File: src/rtl/core/adfg_pkg.sv
// Shared types and constants for the attack/decay function generator.
package adfg_pkg;

   localparam int LEVEL_FRAC_BITS_DEF = 23;
   localparam int SAMPLES_W           = 24;
   localparam int LEVEL_OUT_W         = 24;
   localparam int CSR_ADDR_W          = 2;

   // Register indexes on the configuration port.
   localparam logic [CSR_ADDR_W-1:0] CSR_RUN_MODE       = 2'd0;
   localparam logic [CSR_ADDR_W-1:0] CSR_ATTACK_SAMPLES = 2'd1;
   localparam logic [CSR_ADDR_W-1:0] CSR_DECAY_SAMPLES  = 2'd2;

   // Run mode codes; any other code behaves as transient.
   localparam logic [1:0] MODE_SUSTAIN = 2'd1;
   localparam logic [1:0] MODE_CYCLE   = 2'd2;

   typedef enum logic [3:0] {
      ENV_IDLE    = 4'b0001,
      ENV_ATTACK  = 4'b0010,
      ENV_SUSTAIN = 4'b0100,
      ENV_DECAY   = 4'b1000
   } env_stage_type;

   typedef struct packed {
      logic busy;
      logic done;
   } div_stat_type;

endpackage

File: src/rtl/core/attack_decay_function_generator.sv
// Linear attack/decay envelope generator with transient, sustain and cycle modes.
// An attack or decay beat runs through the step divider, which forms one quotient bit per
// cycle, and then the update state before its result is registered; idle and sustain beats
// skip the divider. A new beat is accepted only once the last has left the update state; a
// finished result waits in the output register and the next beat is accepted meanwhile.
// Reset sets sequencer and stage to idle, level to zero, clears configuration and output valid.
module attack_decay_function_generator #(
   parameter int LEVEL_FRAC_BITS = adfg_pkg::LEVEL_FRAC_BITS_DEF
) (
   input  logic                                clock,
   input  logic                                reset,
   input  logic                                req_tvalid,
   output logic                                req_tready,
   input  logic [7:0]                          req_tdata,  // [0] trigger_pulse, [1] gate_high
   output logic                                rsp_tvalid,
   input  logic                                rsp_tready,
   output logic [adfg_pkg::LEVEL_OUT_W-1:0]    rsp_tdata,  // [23:0] level
   output logic                                rsp_tlast,  // end_pulse
   input  logic                                csr_we,
   input  logic [adfg_pkg::CSR_ADDR_W-1:0]     csr_addr,
   input  logic [adfg_pkg::SAMPLES_W-1:0]      csr_wdata
);
   import adfg_pkg::*;

   localparam int LW = LEVEL_FRAC_BITS + 1;
   localparam logic [LW-1:0] FullScale = {1'b1, {LEVEL_FRAC_BITS{1'b0}}};

   typedef enum logic [2:0] {
      ST_IDLE = 3'b001,
      ST_DIV  = 3'b010,
      ST_CALC = 3'b100
   } seq_state_type;

   seq_state_type        state_ff, state_in;
   env_stage_type        stage_ff, stage_in;
   env_stage_type        eff_ff, eff_in;
   logic [LW-1:0]        level_ff, level_in;
   logic                 gate_ff, gate_in;
   logic [1:0]           mode_ff, mode_in;
   logic [SAMPLES_W-1:0] attack_ff, attack_in;
   logic [SAMPLES_W-1:0] decay_ff, decay_in;
   logic                 rsp_valid_ff, rsp_valid_in;
   logic [LEVEL_OUT_W-1:0] rsp_level_ff, rsp_level_in;
   logic                 rsp_end_ff, rsp_end_in;

   logic                 req_fire;
   logic                 out_free;
   env_stage_type        req_stage;
   logic                 div_start;
   logic [SAMPLES_W-1:0] div_samples;
   logic [LW-1:0]        step;
   div_stat_type         div_stat;
   logic [LW:0]          sum;
   logic [LW-1:0]        calc_level;
   env_stage_type        calc_stage;
   logic                 calc_end;

   assign req_tready = (state_ff == ST_IDLE);
   assign req_fire   = req_tvalid && req_tready;
   assign out_free   = !rsp_valid_ff || rsp_tready;
   assign req_stage  = req_tdata[0] ? ENV_ATTACK : stage_ff;
   assign div_start  = req_fire && (req_stage == ENV_ATTACK || req_stage == ENV_DECAY);
   assign div_samples = (req_stage == ENV_ATTACK) ? attack_ff : decay_ff;

   adfg_div #(
      .FRAC_BITS (LEVEL_FRAC_BITS)
   ) u_div (
      .clock    (clock),
      .reset    (reset),
      .start    (div_start),
      .divisor  (div_samples),
      .quotient (step),
      .stat     (div_stat)
   );

   // Configuration writes.
   always_comb begin
      mode_in   = mode_ff;
      attack_in = attack_ff;
      decay_in  = decay_ff;
      if (csr_we) begin
         unique case (csr_addr)
            CSR_RUN_MODE:       mode_in   = csr_wdata[1:0];
            CSR_ATTACK_SAMPLES: attack_in = csr_wdata;
            CSR_DECAY_SAMPLES:  decay_in  = csr_wdata;
            default:            ;
         endcase
      end
   end

   // Envelope update for the captured beat.
   assign sum = {1'b0, level_ff} + {1'b0, step};

   always_comb begin
      calc_level = level_ff;
      calc_stage = eff_ff;
      calc_end   = 1'b0;
      unique case (eff_ff)
         ENV_IDLE: begin
            calc_level = '0;
         end
         ENV_ATTACK: begin
            if (sum >= {1'b0, FullScale}) begin
               calc_level = FullScale;
               calc_stage = (mode_ff == MODE_SUSTAIN) ? ENV_SUSTAIN : ENV_DECAY;
            end else begin
               calc_level = sum[LW-1:0];
            end
         end
         ENV_SUSTAIN: begin
            calc_level = FullScale;
            if (!gate_ff) calc_stage = ENV_DECAY;
         end
         ENV_DECAY: begin
            if (step >= level_ff) begin
               calc_level = '0;
               calc_end   = 1'b1;
               calc_stage = (mode_ff == MODE_CYCLE) ? ENV_ATTACK : ENV_IDLE;
            end else begin
               calc_level = level_ff - step;
            end
         end
         default: ;
      endcase
   end

   // Sequencer and output register.
   always_comb begin
      state_in     = state_ff;
      stage_in     = stage_ff;
      level_in     = level_ff;
      eff_in       = eff_ff;
      gate_in      = gate_ff;
      rsp_valid_in = rsp_valid_ff && !rsp_tready;
      rsp_level_in = rsp_level_ff;
      rsp_end_in   = rsp_end_ff;
      unique case (state_ff)
         ST_IDLE: begin
            if (req_fire) begin
               eff_in   = req_stage;
               gate_in  = req_tdata[1];
               state_in = div_start ? ST_DIV : ST_CALC;
            end
         end
         ST_DIV: begin
            if (div_stat.done) state_in = ST_CALC;
         end
         ST_CALC: begin
            if (out_free) begin
               stage_in     = calc_stage;
               level_in     = calc_level;
               rsp_valid_in = 1'b1;
               rsp_level_in = LEVEL_OUT_W'(calc_level);
               rsp_end_in   = calc_end;
               state_in     = ST_IDLE;
            end
         end
         default: state_in = ST_IDLE;
      endcase
   end

   always_ff @(posedge clock) begin
      if (reset) begin
         state_ff     <= ST_IDLE;
         stage_ff     <= ENV_IDLE;
         level_ff     <= '0;
         mode_ff      <= '0;
         attack_ff    <= '0;
         decay_ff     <= '0;
         rsp_valid_ff <= 1'b0;
      end else begin
         state_ff     <= state_in;
         stage_ff     <= stage_in;
         level_ff     <= level_in;
         mode_ff      <= mode_in;
         attack_ff    <= attack_in;
         decay_ff     <= decay_in;
         rsp_valid_ff <= rsp_valid_in;
      end
      eff_ff       <= eff_in;
      gate_ff      <= gate_in;
      rsp_level_ff <= rsp_level_in;
      rsp_end_ff   <= rsp_end_in;
   end

   assign rsp_tvalid = rsp_valid_ff;
   assign rsp_tdata  = rsp_level_ff;
   assign rsp_tlast  = rsp_end_ff;

   a_level_range: assert property (@(posedge clock) disable iff (reset)
      level_ff <= FullScale)
      else $error("envelope level above full scale");

   a_sustain_full: assert property (@(posedge clock) disable iff (reset)
      (stage_ff == ENV_SUSTAIN) |-> (level_ff == FullScale))
      else $error("sustain stage without full-scale level");

   a_done_in_div: assert property (@(posedge clock) disable iff (reset)
      div_stat.done |-> (state_ff == ST_DIV))
      else $error("divider finished outside the divide state");

   a_end_at_zero: assert property (@(posedge clock) disable iff (reset)
      (state_ff == ST_CALC && out_free && calc_end) |=> (level_ff == '0 && rsp_tvalid))
      else $error("end pulse without the level reaching zero");

endmodule

File: src/rtl/core/adfg_div.sv
// Bit-serial restoring divider that forms floor(2^FRAC_BITS / max(1, divisor)).
module adfg_div #(
   parameter int FRAC_BITS = adfg_pkg::LEVEL_FRAC_BITS_DEF
) (
   input  logic                             clock,
   input  logic                             reset,
   input  logic                             start,
   input  logic [adfg_pkg::SAMPLES_W-1:0]   divisor,
   output logic [FRAC_BITS:0]               quotient,
   output adfg_pkg::div_stat_type           stat
);
   import adfg_pkg::*;

   localparam int CNT_W = $clog2(FRAC_BITS + 1);
   localparam logic [CNT_W-1:0] CntTop = CNT_W'(FRAC_BITS);

   logic                 busy_ff, busy_in;
   logic                 done_ff, done_in;
   logic [CNT_W-1:0]     cnt_ff, cnt_in;
   logic [SAMPLES_W-1:0] div_ff, div_in;
   logic [SAMPLES_W-1:0] rem_ff, rem_in;
   logic [FRAC_BITS:0]   quo_ff, quo_in;
   logic [SAMPLES_W:0]   shifted;
   logic                 fits;

   // The dividend is a single one at the top bit, so only the first step shifts in a one.
   assign shifted = {rem_ff, (cnt_ff == CntTop)};
   assign fits    = shifted >= {1'b0, div_ff};

   always_comb begin
      busy_in = busy_ff;
      done_in = 1'b0;
      cnt_in  = cnt_ff;
      div_in  = div_ff;
      rem_in  = rem_ff;
      quo_in  = quo_ff;
      if (start) begin
         busy_in = 1'b1;
         cnt_in  = CntTop;
         div_in  = (divisor == '0) ? SAMPLES_W'(1) : divisor;
         rem_in  = '0;
         quo_in  = '0;
      end else if (busy_ff) begin
         rem_in = fits ? SAMPLES_W'(shifted - {1'b0, div_ff}) : SAMPLES_W'(shifted);
         quo_in = {quo_ff[FRAC_BITS-1:0], fits};
         cnt_in = cnt_ff - CNT_W'(1);
         if (cnt_ff == '0) begin
            busy_in = 1'b0;
            done_in = 1'b1;
         end
      end
   end

   always_ff @(posedge clock) begin
      if (reset) begin
         busy_ff <= 1'b0;
         done_ff <= 1'b0;
      end else begin
         busy_ff <= busy_in;
         done_ff <= done_in;
      end
      cnt_ff <= cnt_in;
      div_ff <= div_in;
      rem_ff <= rem_in;
      quo_ff <= quo_in;
   end

   assign quotient  = quo_ff;
   assign stat.busy = busy_ff;
   assign stat.done = done_ff;

endmodule

File: config.mk
export PLATFORM = sky130hd
export DESIGN_NAME = attack_decay_function_generator
export DESIGN_NICKNAME = d
export VERILOG_FILES = /design/src/rtl/core/adfg_pkg.sv /design/src/rtl/core/attack_decay_function_generator.sv /design/src/rtl/core/adfg_div.sv
export SDC_FILE = /design/constraint.sdc
export NUM_CORES = 1
export LEC_CHECK = 0
export BUFFER_PORTS_ARGS = -buffer_cell sky130_fd_sc_hd__buf_4
export CORE_MARGIN = 10
export CORE_UTILIZATION = 67
export CTS_CLUSTER_DIAMETER = 30
export DETAILED_ROUTE_END_ITERATION = 10
export GPL_ROUTABILITY_DRIVEN = 0
export PLACE_DENSITY_LB_ADDON = 0.08
export SYNTH_ARGS = -nofsm -noshare
export SYNTH_HDL_FRONTEND = slang
export SYNTH_SLANG_ARGS = --single-unit
File: constraint.sdc
create_clock -name clock -period 9.5 [get_ports clock]
set_input_delay 1.9 -clock clock [delete_from_list [all_inputs] [get_ports clock]]
set_output_delay 1.9 -clock clock [all_outputs]
set_load 0.02 [all_outputs]
==> results.md <==
- Worst path bufs/invs: 1
- Clock Skews: 0.01656 ns
- Clock transition at path regs: roughly 0.07 ns
- Fillers: 1276
- Sequential share of power: 40.1%
- Rel. slew slack: a little under a fifth
- CTS Buffer Depth: 2
- Pint: around 1.6 mW
- Clk pwr share: between 30% and 40%
- Peak VDD IR: ~0.00018 V
- Cells after Synth: 1347
- Final HPWL DP: roughly 19000 microns
- Most used cell, CP: a21o_1
- Max incr delay on CP: approximately 0.68 ns
- Synthesized area per cell: approximately 8.6 sq um
- Power density of the placed cells: approximately 190 nW/um^2
- DR vias/cell: approximately 6.3
- CTS H-tree depth: 4
- Die footprint: between 20000 and 25000 sq um
- Largest net degree at the start of global routing: 65
- Drt wl/cell: about 18 microns
- CTS tree: done
- Net Switching: between 0.8 and 0.9 mW
- Post-route ant nets: 0
- LEAKAGE: between 5 and 6 nW
- Top-count cell post-synth: nand2_1
- Top cell type's share of synthesized area: a little under a quarter
- Syn_nets: around 1.5k
- Drt pass-1 iters: 6
- IO Count: 66
- CP Launch Type: flop
- Drt initial violations: between 1k and 1.5k
- Nets: 1472
- List of most frequent post-synthesis cells: nand2_1, a21oi_1, dfxtp_1
- Core Rows: 47
- Share of cells above drive strength 1: 10.67%
- Comb pwr share: slightly below 30%
- Post-synthesis register bit count: approximately 190
- Hold Fails Final Rpt: 0
- DRC viols: 0
- Cell chain of the critical path: ha_1 > inv_1 > fa_1 > a21o_1 > a21o_1 > a41oi_1 > o21a_1 > a21bo_2 > or2_1 > nor4_1 > o31a_1 > nor4b_2 > mux2i_1
- Setup crit end kind: flop
- Starting density of the core: approximately 70%
- Worst Path Required: approximately 9.7 ns
- Count of pins over their slew limit: 0
- Remaining global-route overflow: 0
- Storage cell area: about 4400 sq um
- Synth cell types: between 70 and 80
- Area growth syn-to-layout: 9.074%
- Largest delay share family, worst path: compound AO/OA/AOI/OAI gates
- Final min period: 4.372 ns
- Total Routing Usage GR: about a quarter
- Via count: 10.00k
- Critical path class: flop to flop
- Top_reg_cell synth: dfxtp_1
- Status: complete, no violations
- Crit path arrival time: 4.55 ns
- # hold bufs at CTS: 0
- Post-CTS Setup Inserts: 0
- Root buffer cell: clkbuf_16
- Sw Share: a little over a third
- Area leader, netlist: dfxtp_1
- Number of enable flip-flop cells after synthesis: 54
- Vias in the first global route: 9233
- Placed insts: 1556
- CP max FO: 20
- Fin cells: approximately 1.6k
- Yosys warnings: 0
- Wire length of the first global-routing pass: between 40000 and 50000 microns
- Area occupied by multi-input gates: between 6000 and 7000 sq um
- IO buf count: a little under 60
- Ant. Diodes: 0
- Final setup fails: 0
- RSZ-0062 raised after global routing: false
- Final WL: ~29000 microns
- Post-CTS resize count: 0
- Ys async rst share: 0%
- Die height: approximately 150 microns
- CP max stage cell: or2_1
- Initial antenna violation count: 0
- Maxcap violations: 0
- Area contributors post-synth: dfxtp_1, edfxtp_1, ha_1, a21oi_1, nand2_1
- Worst-margin pin slew: 1.220 ns
- Die Wd: between 150 and 200 microns
- TNS Setup: 0 ns
- Core area: 16760 sq um
- Maximum clock rate: around 230 MHz
- Mapped cell area: 11550 sq um
- Min-Delay Path Class: flop to flop
- Cts bufs inserted: 17
- Clk sink count: ~190
- Clk_lat worst skew: approximately 0.45 ns
- Final period util: between 40% and 50%
- Post-synthesis sequential area ratio: a little under two fifths
## worst min-delay path, delay by kind of cell, from the launching register on
kind	cells	cell delay, ns
AOI/OAI and AO/OA	1	0.05
DFF	1	0.31
and+or+nand+nor	1	0.05
## state kept, by name, indices dropped and copies added, names as in the netlist, 2 cells and up
signal	flops
eff_ff	4
level_ff	24
decay_ff	24
u_div.cnt_ff	5
rsp_tdata	24
stage_ff	4
attack_ff	24
u_div.rem_ff	24
state_ff	3
u_div.quotient	24
mode_ff	2
u_div.div_ff	24
## layout make-up
cell class	count	share of cell area, %
Multi-Input combinational cell	989	51.72
Timing Repair Buffer	68	4.050
Tap cell	220	2.184
Clock inverter	15	1.410
Inverter	88	2.621
Sequential cell	191	34.64
Clock buffer	17	3.375
## metrics by stage
stage               hold slack [ns]  total power [mW]  utilization [%]  setup slack (ns)  area, sq um
CTS                          0.4548             2.397            75.20             5.213        12600
finish                       0.4538             2.403            75.20             5.128        12600
global route                 0.4723             2.535            75.20             4.921        12600
global placement             0.4379             1.656            71.60             5.268        12000
detailed placement           0.4430             1.674            71.60             5.268        12000
floorplan                    0.4329             1.531                -             5.361        11550
## power groups by stage
| stage | logic [mW] | clock network (mW) | registers, mW |
|---|---|---|---|
| global placement | 0.679 | 0 | 0.977 |
| detailed placement | 0.695 | 0 | 0.979 |
| CTS | 0.705 | 0.730 | 0.962 |
| finish | 0.714 | 0.726 | 0.963 |
| global route | 0.804 | 0.760 | 0.971 |
| floorplan | 0.571 | 0 | 0.960 |
## cell families after synthesis
logic type	count (synthesis)	synth area share [%]
AOI/OAI and AO/OA	384	22.33
muxes	57	5.208
and+or+nand+nor	446	18.31
xor gates and xnor gates	24	1.819
DFF	191	37.77
buffers and inverters	167	5.923
adders and majority gates	78	8.641
## cells in the final DEF (no fill, tap or decap), types with 7 or more instances in the layout
master and n:
nand2_1 159, a21oi_1 137, dfxtp_1 136, nor2_1 127
inv_1 86, ha_1 75, buf_4 68, edfxtp_1 54
o21ai_0 42, mux2i_1 32, a21o_1 31, nor3_1 27
mux2_2 25, nor4_1 24, a22o_1 20, nand2b_1 19
nor2b_1 17, o21a_1 17, a211oi_1 17, clkbuf_16 17
xnor2_1 14, o31a_1 14, nand3_1 13, o311ai_1 11
o31ai_1 10, xor2_1 10, nand4_1 8, a31oi_1 8
o21bai_1 8, nor3b_1 7, o32ai_1 7
## path summary, 6_finish.rpt
path,startpoint,end,slack (ns),cells past startpoint
max,u_div.quotient[0],rsp_tdata[18],5.13,13
min,decay_ff[1],decay_ff[1],0.45,2
max reg2reg,u_div.quotient[0],rsp_tdata[18],5.13,13
min reg2reg,decay_ff[1],decay_ff[1],0.45,2
## routing by layer
layer | share of wire, % | GRT usage (%)
met1 | 48 | 36.61
met4 | 1.8 | 7.267
met2 | 43 | 36.32
met5 | 0 | 0
met3 | 7.8 | 4.893
Note: power is estimated with default switching activity, not from simulation.
